## config.mk

```make
export PLATFORM = sky130hd
export DESIGN_NAME = imu_frame_packer_crc16
export DESIGN_NICKNAME = d
export VERILOG_FILES = /design/src/ifp_pkg.sv /design/src/ifp_front.sv /design/src/ifp_queue.sv /design/src/ifp_back.sv /design/src/imu_frame_packer_crc16.sv
export SDC_FILE = /design/constraint.sdc
export NUM_CORES = 1
export LEC_CHECK = 0
export BUFFER_PORTS_ARGS = -buffer_cell sky130_fd_sc_hd__buf_2
export CORE_ASPECT_RATIO = 0.8
export CORE_UTILIZATION = 64
export CTS_CLUSTER_SIZE = 30
export DETAILED_ROUTE_END_ITERATION = 6
export PLACE_DENSITY = 0.9
export SYNTH_ARGS = -nofsm -noshare
export SYNTH_HDL_FRONTEND = slang
export SYNTH_SLANG_ARGS = --single-unit
export TNS_END_PERCENT = 30
```

## constraint.sdc

```tcl
create_clock -name i_clk -period 30 [get_ports i_clk]
set_input_delay 7.5 -clock i_clk [delete_from_list [all_inputs] [get_ports i_clk]]
set_output_delay 7.5 -clock i_clk [all_outputs]
set_load 0.1 [all_outputs]
```

## src/ifp_pkg.sv

```systemverilog
// Shared types and constants for the IMU frame packer.
`timescale 1ns / 1ps

package ifp_pkg;

    localparam int SLOT_W     = 6;
    localparam int MASK_W     = 36;
    localparam int DATA_BYTES = 19;
    localparam int CFG_IDX_W  = 2;

    localparam logic [CFG_IDX_W-1:0] CFG_HEADER_FIRST  = 2'd0;
    localparam logic [CFG_IDX_W-1:0] CFG_HEADER_SECOND = 2'd1;
    localparam logic [CFG_IDX_W-1:0] CFG_FAULT_MASK    = 2'd2;

    localparam logic [15:0] CRC_INIT = 16'hFFFF;
    localparam logic [15:0] CRC_POLY = 16'h1021;

    typedef struct packed {
        logic                             first;
        logic                             last;
        logic [7:0]                       hdr_first;
        logic [7:0]                       hdr_second;
        logic [15:0]                      count;
        logic [DATA_BYTES-1:0][7:0]       data;
    } t_desc;

endpackage

```

## src/ifp_front.sv

```systemverilog
// Front end: configuration registers, slot tracking and slot byte assembly.
`timescale 1ns / 1ps

module ifp_front
    import ifp_pkg::*;
#(
    parameter int SENSOR_SLOTS = 36
) (
    input  logic                 i_clk,
    input  logic                 i_rst_n,
    input  logic                 i_cfg_valid,
    output logic                 o_cfg_ready,
    input  logic [CFG_IDX_W-1:0] i_cfg_index,
    input  logic [MASK_W-1:0]    i_cfg_data,
    input  logic                 i_in_valid,
    output logic                 o_in_ready,
    input  logic                 i_present,
    input  logic signed [19:0]   i_accel_x,
    input  logic signed [19:0]   i_accel_y,
    input  logic signed [19:0]   i_accel_z,
    input  logic signed [19:0]   i_gyro_x,
    input  logic signed [19:0]   i_gyro_y,
    input  logic signed [19:0]   i_gyro_z,
    input  logic signed [15:0]   i_temperature,
    input  logic [15:0]          i_sample_time,
    output logic                 o_push,
    output t_desc                o_desc,
    input  logic                 i_q_ready
);

    logic [7:0]        r_hdr_first;
    logic [7:0]        r_hdr_second;
    logic [MASK_W-1:0] r_fault_mask;
    logic [SLOT_W-1:0] r_slot;
    logic [15:0]       r_count;

    logic w_fault;
    logic w_use;
    logic w_last;
    logic w_first;
    logic w_acc;

    assign o_cfg_ready = 1'b1;
    assign o_in_ready  = i_q_ready;
    assign w_acc       = i_in_valid && i_q_ready;
    assign o_push      = w_acc;

    assign w_fault = (r_slot < SLOT_W'(MASK_W)) ? r_fault_mask[r_slot] : 1'b0;
    assign w_use   = i_present && !w_fault;
    assign w_first = (r_slot == '0);
    assign w_last  = (r_slot == SLOT_W'(SENSOR_SLOTS - 1));

    always_comb begin
        o_desc.first      = w_first;
        o_desc.last       = w_last;
        o_desc.hdr_first  = r_hdr_first;
        o_desc.hdr_second = r_hdr_second;
        o_desc.count      = r_count;
        o_desc.data       = '0;
        if (w_use) begin
            o_desc.data[0]  = i_accel_x[19:12];
            o_desc.data[1]  = i_accel_x[11:4];
            o_desc.data[2]  = i_accel_y[19:12];
            o_desc.data[3]  = i_accel_y[11:4];
            o_desc.data[4]  = i_accel_z[19:12];
            o_desc.data[5]  = i_accel_z[11:4];
            o_desc.data[6]  = i_gyro_x[19:12];
            o_desc.data[7]  = i_gyro_x[11:4];
            o_desc.data[8]  = i_gyro_y[19:12];
            o_desc.data[9]  = i_gyro_y[11:4];
            o_desc.data[10] = i_gyro_z[19:12];
            o_desc.data[11] = i_gyro_z[11:4];
            o_desc.data[12] = i_temperature[15:8];
            o_desc.data[13] = i_temperature[7:0];
            o_desc.data[14] = i_sample_time[15:8];
            o_desc.data[15] = i_sample_time[7:0];
            o_desc.data[16] = {i_accel_x[3:0], i_gyro_x[3:0]};
            o_desc.data[17] = {i_accel_y[3:0], i_gyro_y[3:0]};
            o_desc.data[18] = {i_accel_z[3:0], i_gyro_z[3:0]};
        end
    end

    always_ff @(posedge i_clk) begin
        if (!i_rst_n) begin
            r_hdr_first  <= '0;
            r_hdr_second <= '0;
            r_fault_mask <= '0;
            r_slot       <= '0;
            r_count      <= '0;
        end else begin
            if (i_cfg_valid) begin
                unique case (i_cfg_index)
                    CFG_HEADER_FIRST:  r_hdr_first  <= i_cfg_data[7:0];
                    CFG_HEADER_SECOND: r_hdr_second <= i_cfg_data[7:0];
                    CFG_FAULT_MASK:    r_fault_mask <= i_cfg_data;
                    default: ;
                endcase
            end
            if (w_acc) begin
                if (w_last) begin
                    r_slot  <= '0;
                    r_count <= r_count + 16'd1;
                end else begin
                    r_slot  <= r_slot + SLOT_W'(1);
                end
            end
        end
    end

    a_slot_wrap: assert property (@(posedge i_clk) disable iff (!i_rst_n)
        (w_acc && w_last) |=> (r_slot == '0))
        else $error("slot index did not wrap after last slot");

    a_slot_range: assert property (@(posedge i_clk) disable iff (!i_rst_n)
        r_slot <= SLOT_W'(SENSOR_SLOTS - 1))
        else $error("slot index out of range");

endmodule

```

## src/ifp_queue.sv

```systemverilog
// Two-entry slot descriptor queue between front and back end.
`timescale 1ns / 1ps

module ifp_queue
    import ifp_pkg::*;
(
    input  logic  i_clk,
    input  logic  i_rst_n,
    input  logic  i_push,
    input  t_desc i_desc,
    output logic  o_ready,
    input  logic  i_pop,
    output logic  o_valid,
    output t_desc o_desc
);

    t_desc      r_mem [2];
    logic       r_wp;
    logic       r_rp;
    logic [1:0] r_cnt;
    logic       w_wr;
    logic       w_rd;

    assign o_ready = (r_cnt != 2'd2);
    assign o_valid = (r_cnt != 2'd0);
    assign o_desc  = r_mem[r_rp];
    assign w_wr    = i_push && o_ready;
    assign w_rd    = i_pop && o_valid;

    always_ff @(posedge i_clk) begin
        if (w_wr) begin
            r_mem[r_wp] <= i_desc;
        end
    end

    always_ff @(posedge i_clk) begin
        if (!i_rst_n) begin
            r_wp  <= 1'b0;
            r_rp  <= 1'b0;
            r_cnt <= 2'd0;
        end else begin
            if (w_wr) begin
                r_wp <= ~r_wp;
            end
            if (w_rd) begin
                r_rp <= ~r_rp;
            end
            r_cnt <= r_cnt + 2'(w_wr) - 2'(w_rd);
        end
    end

    a_cnt_bound: assert property (@(posedge i_clk) disable iff (!i_rst_n)
        r_cnt <= 2'd2)
        else $error("queue occupancy overflow");

endmodule

```

## src/ifp_back.sv

```systemverilog
// Back end: byte sequencer with running CRC and registered output stage.
`timescale 1ns / 1ps

module ifp_back
    import ifp_pkg::*;
(
    input  logic       i_clk,
    input  logic       i_rst_n,
    input  logic       i_q_valid,
    input  t_desc      i_q_desc,
    output logic       o_q_pop,
    output logic       o_out_valid,
    input  logic       i_out_ready,
    output logic [7:0] o_out_byte,
    output logic       o_frame_end
);

    typedef enum logic [1:0] {S_IDLE, S_HDR, S_DATA, S_CRC} t_state;

    t_state      r_state;
    t_desc       r_desc;
    logic [4:0]  r_idx;
    logic [15:0] r_crc;
    logic        r_ov;
    logic [7:0]  r_byte;
    logic        r_end;

    logic        w_emit;
    logic [7:0]  w_byte;

    function automatic logic [15:0] crc_add(input logic [15:0] crc, input logic [7:0] b);
        logic [15:0] c;
        c = crc ^ {b, 8'h00};
        for (int k = 0; k < 8; k++) begin
            c = c[15] ? ({c[14:0], 1'b0} ^ CRC_POLY) : {c[14:0], 1'b0};
        end
        return c;
    endfunction

    assign o_q_pop     = (r_state == S_IDLE) && i_q_valid;
    assign w_emit      = (r_state != S_IDLE) && (!r_ov || i_out_ready);
    assign o_out_valid = r_ov;
    assign o_out_byte  = r_byte;
    assign o_frame_end = r_end;

    always_comb begin
        w_byte = 8'h00;
        unique case (r_state)
            S_HDR: begin
                unique case (r_idx[1:0])
                    2'd0: w_byte = r_desc.hdr_first;
                    2'd1: w_byte = r_desc.hdr_second;
                    2'd2: w_byte = r_desc.count[7:0];
                    2'd3: w_byte = r_desc.count[15:8];
                endcase
            end
            S_DATA:  w_byte = r_desc.data[r_idx];
            S_CRC:   w_byte = r_idx[0] ? r_crc[15:8] : r_crc[7:0];
            default: w_byte = 8'h00;
        endcase
    end

    always_ff @(posedge i_clk) begin
        if (!i_rst_n) begin
            r_state <= S_IDLE;
            r_idx   <= '0;
            r_crc   <= CRC_INIT;
            r_ov    <= 1'b0;
            r_end   <= 1'b0;
        end else begin
            if (w_emit) begin
                r_ov   <= 1'b1;
                r_byte <= w_byte;
                r_end  <= (r_state == S_CRC) && r_idx[0];
            end else if (i_out_ready) begin
                r_ov <= 1'b0;
            end
            unique case (r_state)
                S_IDLE: begin
                    if (i_q_valid) begin
                        r_desc  <= i_q_desc;
                        r_idx   <= '0;
                        r_state <= i_q_desc.first ? S_HDR : S_DATA;
                        if (i_q_desc.first) begin
                            r_crc <= CRC_INIT;
                        end
                    end
                end
                S_HDR: begin
                    if (w_emit) begin
                        if (r_idx[1]) begin
                            r_crc <= crc_add(r_crc, w_byte);
                        end
                        if (r_idx == 5'd3) begin
                            r_idx   <= '0;
                            r_state <= S_DATA;
                        end else begin
                            r_idx <= r_idx + 5'd1;
                        end
                    end
                end
                S_DATA: begin
                    if (w_emit) begin
                        r_crc <= crc_add(r_crc, w_byte);
                        if (r_idx == 5'(DATA_BYTES - 1)) begin
                            r_idx   <= '0;
                            r_state <= r_desc.last ? S_CRC : S_IDLE;
                        end else begin
                            r_idx <= r_idx + 5'd1;
                        end
                    end
                end
                S_CRC: begin
                    if (w_emit) begin
                        if (r_idx[0]) begin
                            r_idx   <= '0;
                            r_state <= S_IDLE;
                        end else begin
                            r_idx <= r_idx + 5'd1;
                        end
                    end
                end
                default: r_state <= S_IDLE;
            endcase
        end
    end

    a_end_on_crc_hi: assert property (@(posedge i_clk) disable iff (!i_rst_n)
        (w_emit && r_state == S_CRC && r_idx[0]) |=> (r_ov && r_end))
        else $error("frame end missing on high CRC byte");

    a_no_end_elsewhere: assert property (@(posedge i_clk) disable iff (!i_rst_n)
        (w_emit && r_state != S_CRC) |=> !r_end)
        else $error("frame end outside CRC phase");

    a_data_idx: assert property (@(posedge i_clk) disable iff (!i_rst_n)
        (r_state == S_DATA) |-> (r_idx <= 5'(DATA_BYTES - 1)))
        else $error("data byte index out of range");

endmodule

```

## src/imu_frame_packer_crc16.sv

```systemverilog
// Top level of the IMU telemetry frame packer with CRC16-CCITT trailer.
//
// Usage: write header_first (index 0), header_second (index 1) and the
// 36-bit fault_mask (index 2) on the cfg channel while the block is idle;
// o_cfg_ready is always high. Present one sensor slot per transaction on
// the input channel, slots in order 0 .. SENSOR_SLOTS-1. Each slot yields
// 19 sample bytes on the output channel; slot 0 is preceded by the two
// header bytes and the frame counter (low byte first), and the last slot
// is followed by the CRC (low byte first) with o_frame_end on its high byte.
// The first byte of a slot passes the queue, the back end's descriptor load
// and the output register once the back end is free. Throughput: one byte per
// cycle while the receiver accepts, plus a load step in the idle state before
// each slot, set by the serial byte output. A two-entry queue lets input
// transactions be taken while bytes of earlier slots are still being sent.
// When the receiver stalls the output register holds its byte; the queue
// fills and o_in_ready drops. Reset clears the configuration registers, the
// slot index and the frame counter and empties the queue.
`timescale 1ns / 1ps

module imu_frame_packer_crc16
    import ifp_pkg::*;
#(
    parameter int SENSOR_SLOTS = 36
) (
    input  logic                 i_clk,
    input  logic                 i_rst_n,
    input  logic                 i_cfg_valid,
    output logic                 o_cfg_ready,
    input  logic [CFG_IDX_W-1:0] i_cfg_index,
    input  logic [MASK_W-1:0]    i_cfg_data,
    input  logic                 i_in_valid,
    output logic                 o_in_ready,
    input  logic                 i_present,
    input  logic signed [19:0]   i_accel_x,
    input  logic signed [19:0]   i_accel_y,
    input  logic signed [19:0]   i_accel_z,
    input  logic signed [19:0]   i_gyro_x,
    input  logic signed [19:0]   i_gyro_y,
    input  logic signed [19:0]   i_gyro_z,
    input  logic signed [15:0]   i_temperature,
    input  logic [15:0]          i_sample_time,
    output logic                 o_out_valid,
    input  logic                 i_out_ready,
    output logic [7:0]           o_out_byte,
    output logic                 o_frame_end
);

    logic  w_push;
    logic  w_q_ready;
    logic  w_q_valid;
    logic  w_pop;
    t_desc w_front_desc;
    t_desc w_back_desc;

    ifp_front #(
        .SENSOR_SLOTS(SENSOR_SLOTS)
    ) u_front (
        .i_clk        (i_clk),
        .i_rst_n      (i_rst_n),
        .i_cfg_valid  (i_cfg_valid),
        .o_cfg_ready  (o_cfg_ready),
        .i_cfg_index  (i_cfg_index),
        .i_cfg_data   (i_cfg_data),
        .i_in_valid   (i_in_valid),
        .o_in_ready   (o_in_ready),
        .i_present    (i_present),
        .i_accel_x    (i_accel_x),
        .i_accel_y    (i_accel_y),
        .i_accel_z    (i_accel_z),
        .i_gyro_x     (i_gyro_x),
        .i_gyro_y     (i_gyro_y),
        .i_gyro_z     (i_gyro_z),
        .i_temperature(i_temperature),
        .i_sample_time(i_sample_time),
        .o_push       (w_push),
        .o_desc       (w_front_desc),
        .i_q_ready    (w_q_ready)
    );

    ifp_queue u_queue (
        .i_clk  (i_clk),
        .i_rst_n(i_rst_n),
        .i_push (w_push),
        .i_desc (w_front_desc),
        .o_ready(w_q_ready),
        .i_pop  (w_pop),
        .o_valid(w_q_valid),
        .o_desc (w_back_desc)
    );

    ifp_back u_back (
        .i_clk      (i_clk),
        .i_rst_n    (i_rst_n),
        .i_q_valid  (w_q_valid),
        .i_q_desc   (w_back_desc),
        .o_q_pop    (w_pop),
        .o_out_valid(o_out_valid),
        .i_out_ready(i_out_ready),
        .o_out_byte (o_out_byte),
        .o_frame_end(o_frame_end)
    );

endmodule
```

==> metrics.txt <==
measured slew at the worst slew-check pin=1.35 ns; CTS max path bufs=3; WL/cell=24.1 um; cell row count=66; Worst Path Arrival=10.16 ns; GPL Wtd Cong=0.863; CTS root buf=clkbuf_16; die height=186 um; CTS Buf Count=60; Placement Cell Area=28500 um^2; largest net degree at the start of global routing=188; PortBufs=206; layout cells sized above 1=27.7%; Worst-path clk slew=0.07 ns; routed vias=15636; status=complete, but fails checks; Via density=6.22; HP Class=reg2reg; Post-CTS Setup Repair Bufs=0; CP required=30.22 ns; Max VDD drop=0.0539 mV; post-route cell area=30300 um^2; met2 wire len=29800 um; cell area power density=84.2 nW/um^2; initial core utilization=65.8%; PostCTS Resize Cnt=0; dpl hpwl=36500 um; Slew Viols, Final=0; final hold vios=0; GRT overflow=0; vias in the first global route=15646; Mapped Cells=1726; Final nets=2125; DR pass1 iterations=7; post-route minimum period=9.93 ns; Setup crit end kind=flop; DRT Wirelength=60500 um; # IOs=208; asr flop ratio synth=0%; die area=43100 um^2; core area=41100 um^2; Post-synth EDFFs=565; initial antenna violation count=6; Max Fclk=101 MHz; Seq/Total Area, Yosys=70.4%; pre-CTS WS=19.48 ns; Leakage=10.5 nW; ys flop type=edfxtp_1; Max-Cap Viols=0; Remaining DRCs=3; Register-to-Register Path Depth=9; Worst-Skew Late Latency=0.61 ns; RSZ-0062 raised after global routing=false; endpoints failing setup=0; Sink Count=669; metal3 WL=5230 um; Post-Route Setup TNS=0 ns; Slew HR=10.2%; CTS tree=yes; Final WS setup=20.07 ns; Iter 0 DRT Violations=1942; first-pass GRT wire length=90400 um; Cell variety after synth=65; Die X=232 um; overall routing resource usage=28.1%; final worst-path cycle share=33.1%; Synth Area per Inst=15.7 um^2; post-synthesis net count=1936; CP Launch Type=primary input; #FFs+latches synth=669; Routed Antenna Nets=0; layout overhead on the synthesized area=12.1%; Non-Filler Instances=2513; clock skew=0.0251 ns; Finished Core Util=73.8%; Synthesis Warnings=0; hold path cells=2; Syn Std Cell Area=27100 um^2; failing checks=DRC; highest metal used=met5; H-Tree Depth=2; CTS Hold Bufs=0; number of placed cells counting well taps=2397; Metal-1 WL=23700 um; CP Max Fanout=76; CP Class=in2reg
-- per-layer routing --
metal / vias to the layer above / track usage [%]
met4: 2 / 9.21
met3: 140 / 5.12
met1: 7767 / 37.5
met5: - / 0
met2: 904 / 47.2
li1: 6823 / -
-- where the power goes --
part           switching (mW)  internal (mW)  leakage (nW)
Combinational           0.320          0.228          3.48
Sequential             0.0744           1.21          6.16
Clock                   0.329          0.394         0.891
Total                   0.724           1.83          10.5
-- critical path: stages --
cell    delay, ns
buf_2        0.09
and3_4       0.89
buf_4        0.76
buf_4        0.79
-- cell usage in the layout, fill, tap and decap left out, drive strengths merged, types with 16 or more instances in the layout --
| cell type | synthesis | routed |
|---|---|---|
| a21oi | 66 | 66 |
| and2 | 163 | 163 |
| buf | 21 | 218 |
| clkbuf | 70 | 85 |
| clkinv | 1 | 22 |
| dfxtp | 104 | 104 |
| edfxtp | 565 | 565 |
| inv | 13 | 16 |
| mux2 | 203 | 203 |
| mux2i | 47 | 47 |
| mux4 | 35 | 35 |
| nand2 | 126 | 126 |
| nor2 | 77 | 77 |
| nor2b | 21 | 21 |
| o21ai | 23 | 23 |
| xnor2 | 19 | 19 |
| xor2 | 16 | 16 |
-- per-stage QoR --
| stage | total power, mW | hold WS [ns] |
|---|---|---|
| final | 2.55 | 0.451 |
| after floorplan | 1.71 | 0.425 |
| after CTS | 2.56 | 0.452 |
| after global placement | 1.80 | 0.433 |
| after global routing | 2.64 | 0.472 |
| after detailed placement | 1.83 | 0.443 |
-- Yosys cell counts, types with 4 or more instances --
library cell | instances | share of area (%)
a22o_1 | 4 | 0.13
xor2_1 | 15 | 0.49
a31oi_1 | 4 | 0.092
and4_1 | 4 | 0.13
nand3_1 | 14 | 0.26
ha_1 | 14 | 0.65
mux2_2 | 203 | 8.4
or4_1 | 4 | 0.11
nand4_1 | 11 | 0.25
mux4_1 | 12 | 1.2
and2_1 | 163 | 3.8
nand2b_1 | 11 | 0.25
a21boi_0 | 4 | 0.11
a21oi_1 | 66 | 1.2
o21ai_0 | 21 | 0.39
clkbuf_1 | 70 | 0.97
o22ai_1 | 10 | 0.23
mux2i_1 | 47 | 1.7
buf_1 | 4 | 0.055
edfxtp_1 | 565 | 63
buf_2 | 7 | 0.13
and3_1 | 6 | 0.14
nor2b_1 | 21 | 0.49
o2111ai_1 | 4 | 0.13
or3_1 | 4 | 0.092
xnor2_1 | 16 | 0.52
nor3_1 | 4 | 0.074
inv_1 | 11 | 0.15
buf_4 | 4 | 0.11
a311oi_1 | 4 | 0.13
buf_6 | 4 | 0.17
mux4_2 | 23 | 1.9
nand2_1 | 126 | 1.7
a222oi_1 | 9 | 0.33
dfxtp_1 | 104 | 7.7
a22oi_1 | 9 | 0.25
nor2_1 | 76 | 1.1
-- layout make-up --
class,instances,area [um^2]
flip-flops and latches,669,19100
fillers,2225,10800
multi-input cells,952,7560
clock buffers,85,1660
repair buffers,218,1150
well taps,544,681
clock inverters,27,180
inverters,14,52.6
diodes,4,10.0
-- logic make-up (layout without fill, tap and decap cells) --
logic type      count (synthesis)  in the layout  share of synthesized area [%]
other cells                     1              5                         0.0139
mux                           285            285                           13.3
flops                         669            669                           70.4
compound gates                157            157                           3.69
fa+ha+maj                      14             14                          0.647
xor+xnor                       37             37                           1.45
simple gates                  458            458                           8.77
buf+inv                       105            344                           1.78
-- worst paths after layout --
kind / start / endpoint / slack (ns)
max: i_in_valid / u_queue.r_mem[1][121] / 20.07
min: u_front.r_fault_mask[18] / u_front.r_fault_mask[18] / 0.45
max reg2reg: u_back.r_idx[0] / u_back.r_crc[2] / 25.92
min reg2reg: u_front.r_fault_mask[18] / u_front.r_fault_mask[18] / 0.45
-- flip-flops by register name (all words and copies together) (netlist names), named ones only --
name                  flops
u_back.r_idx              5
u_back.o_out_byte         8
u_queue.r_rp              1
u_back.o_frame_end        1
u_front.r_fault_mask     36
u_queue.r_cnt             2
u_front.r_hdr_second      8
u_back.r_desc           185
u_front.r_hdr_first       8
u_front.r_slot            6
u_back.r_crc             16
u_back.o_out_valid        1
u_queue.r_mem           372
u_front.r_count          16
u_back.r_state            2
u_queue.r_wp              1
No activity file was read; power rests on OpenSTA's default activity.
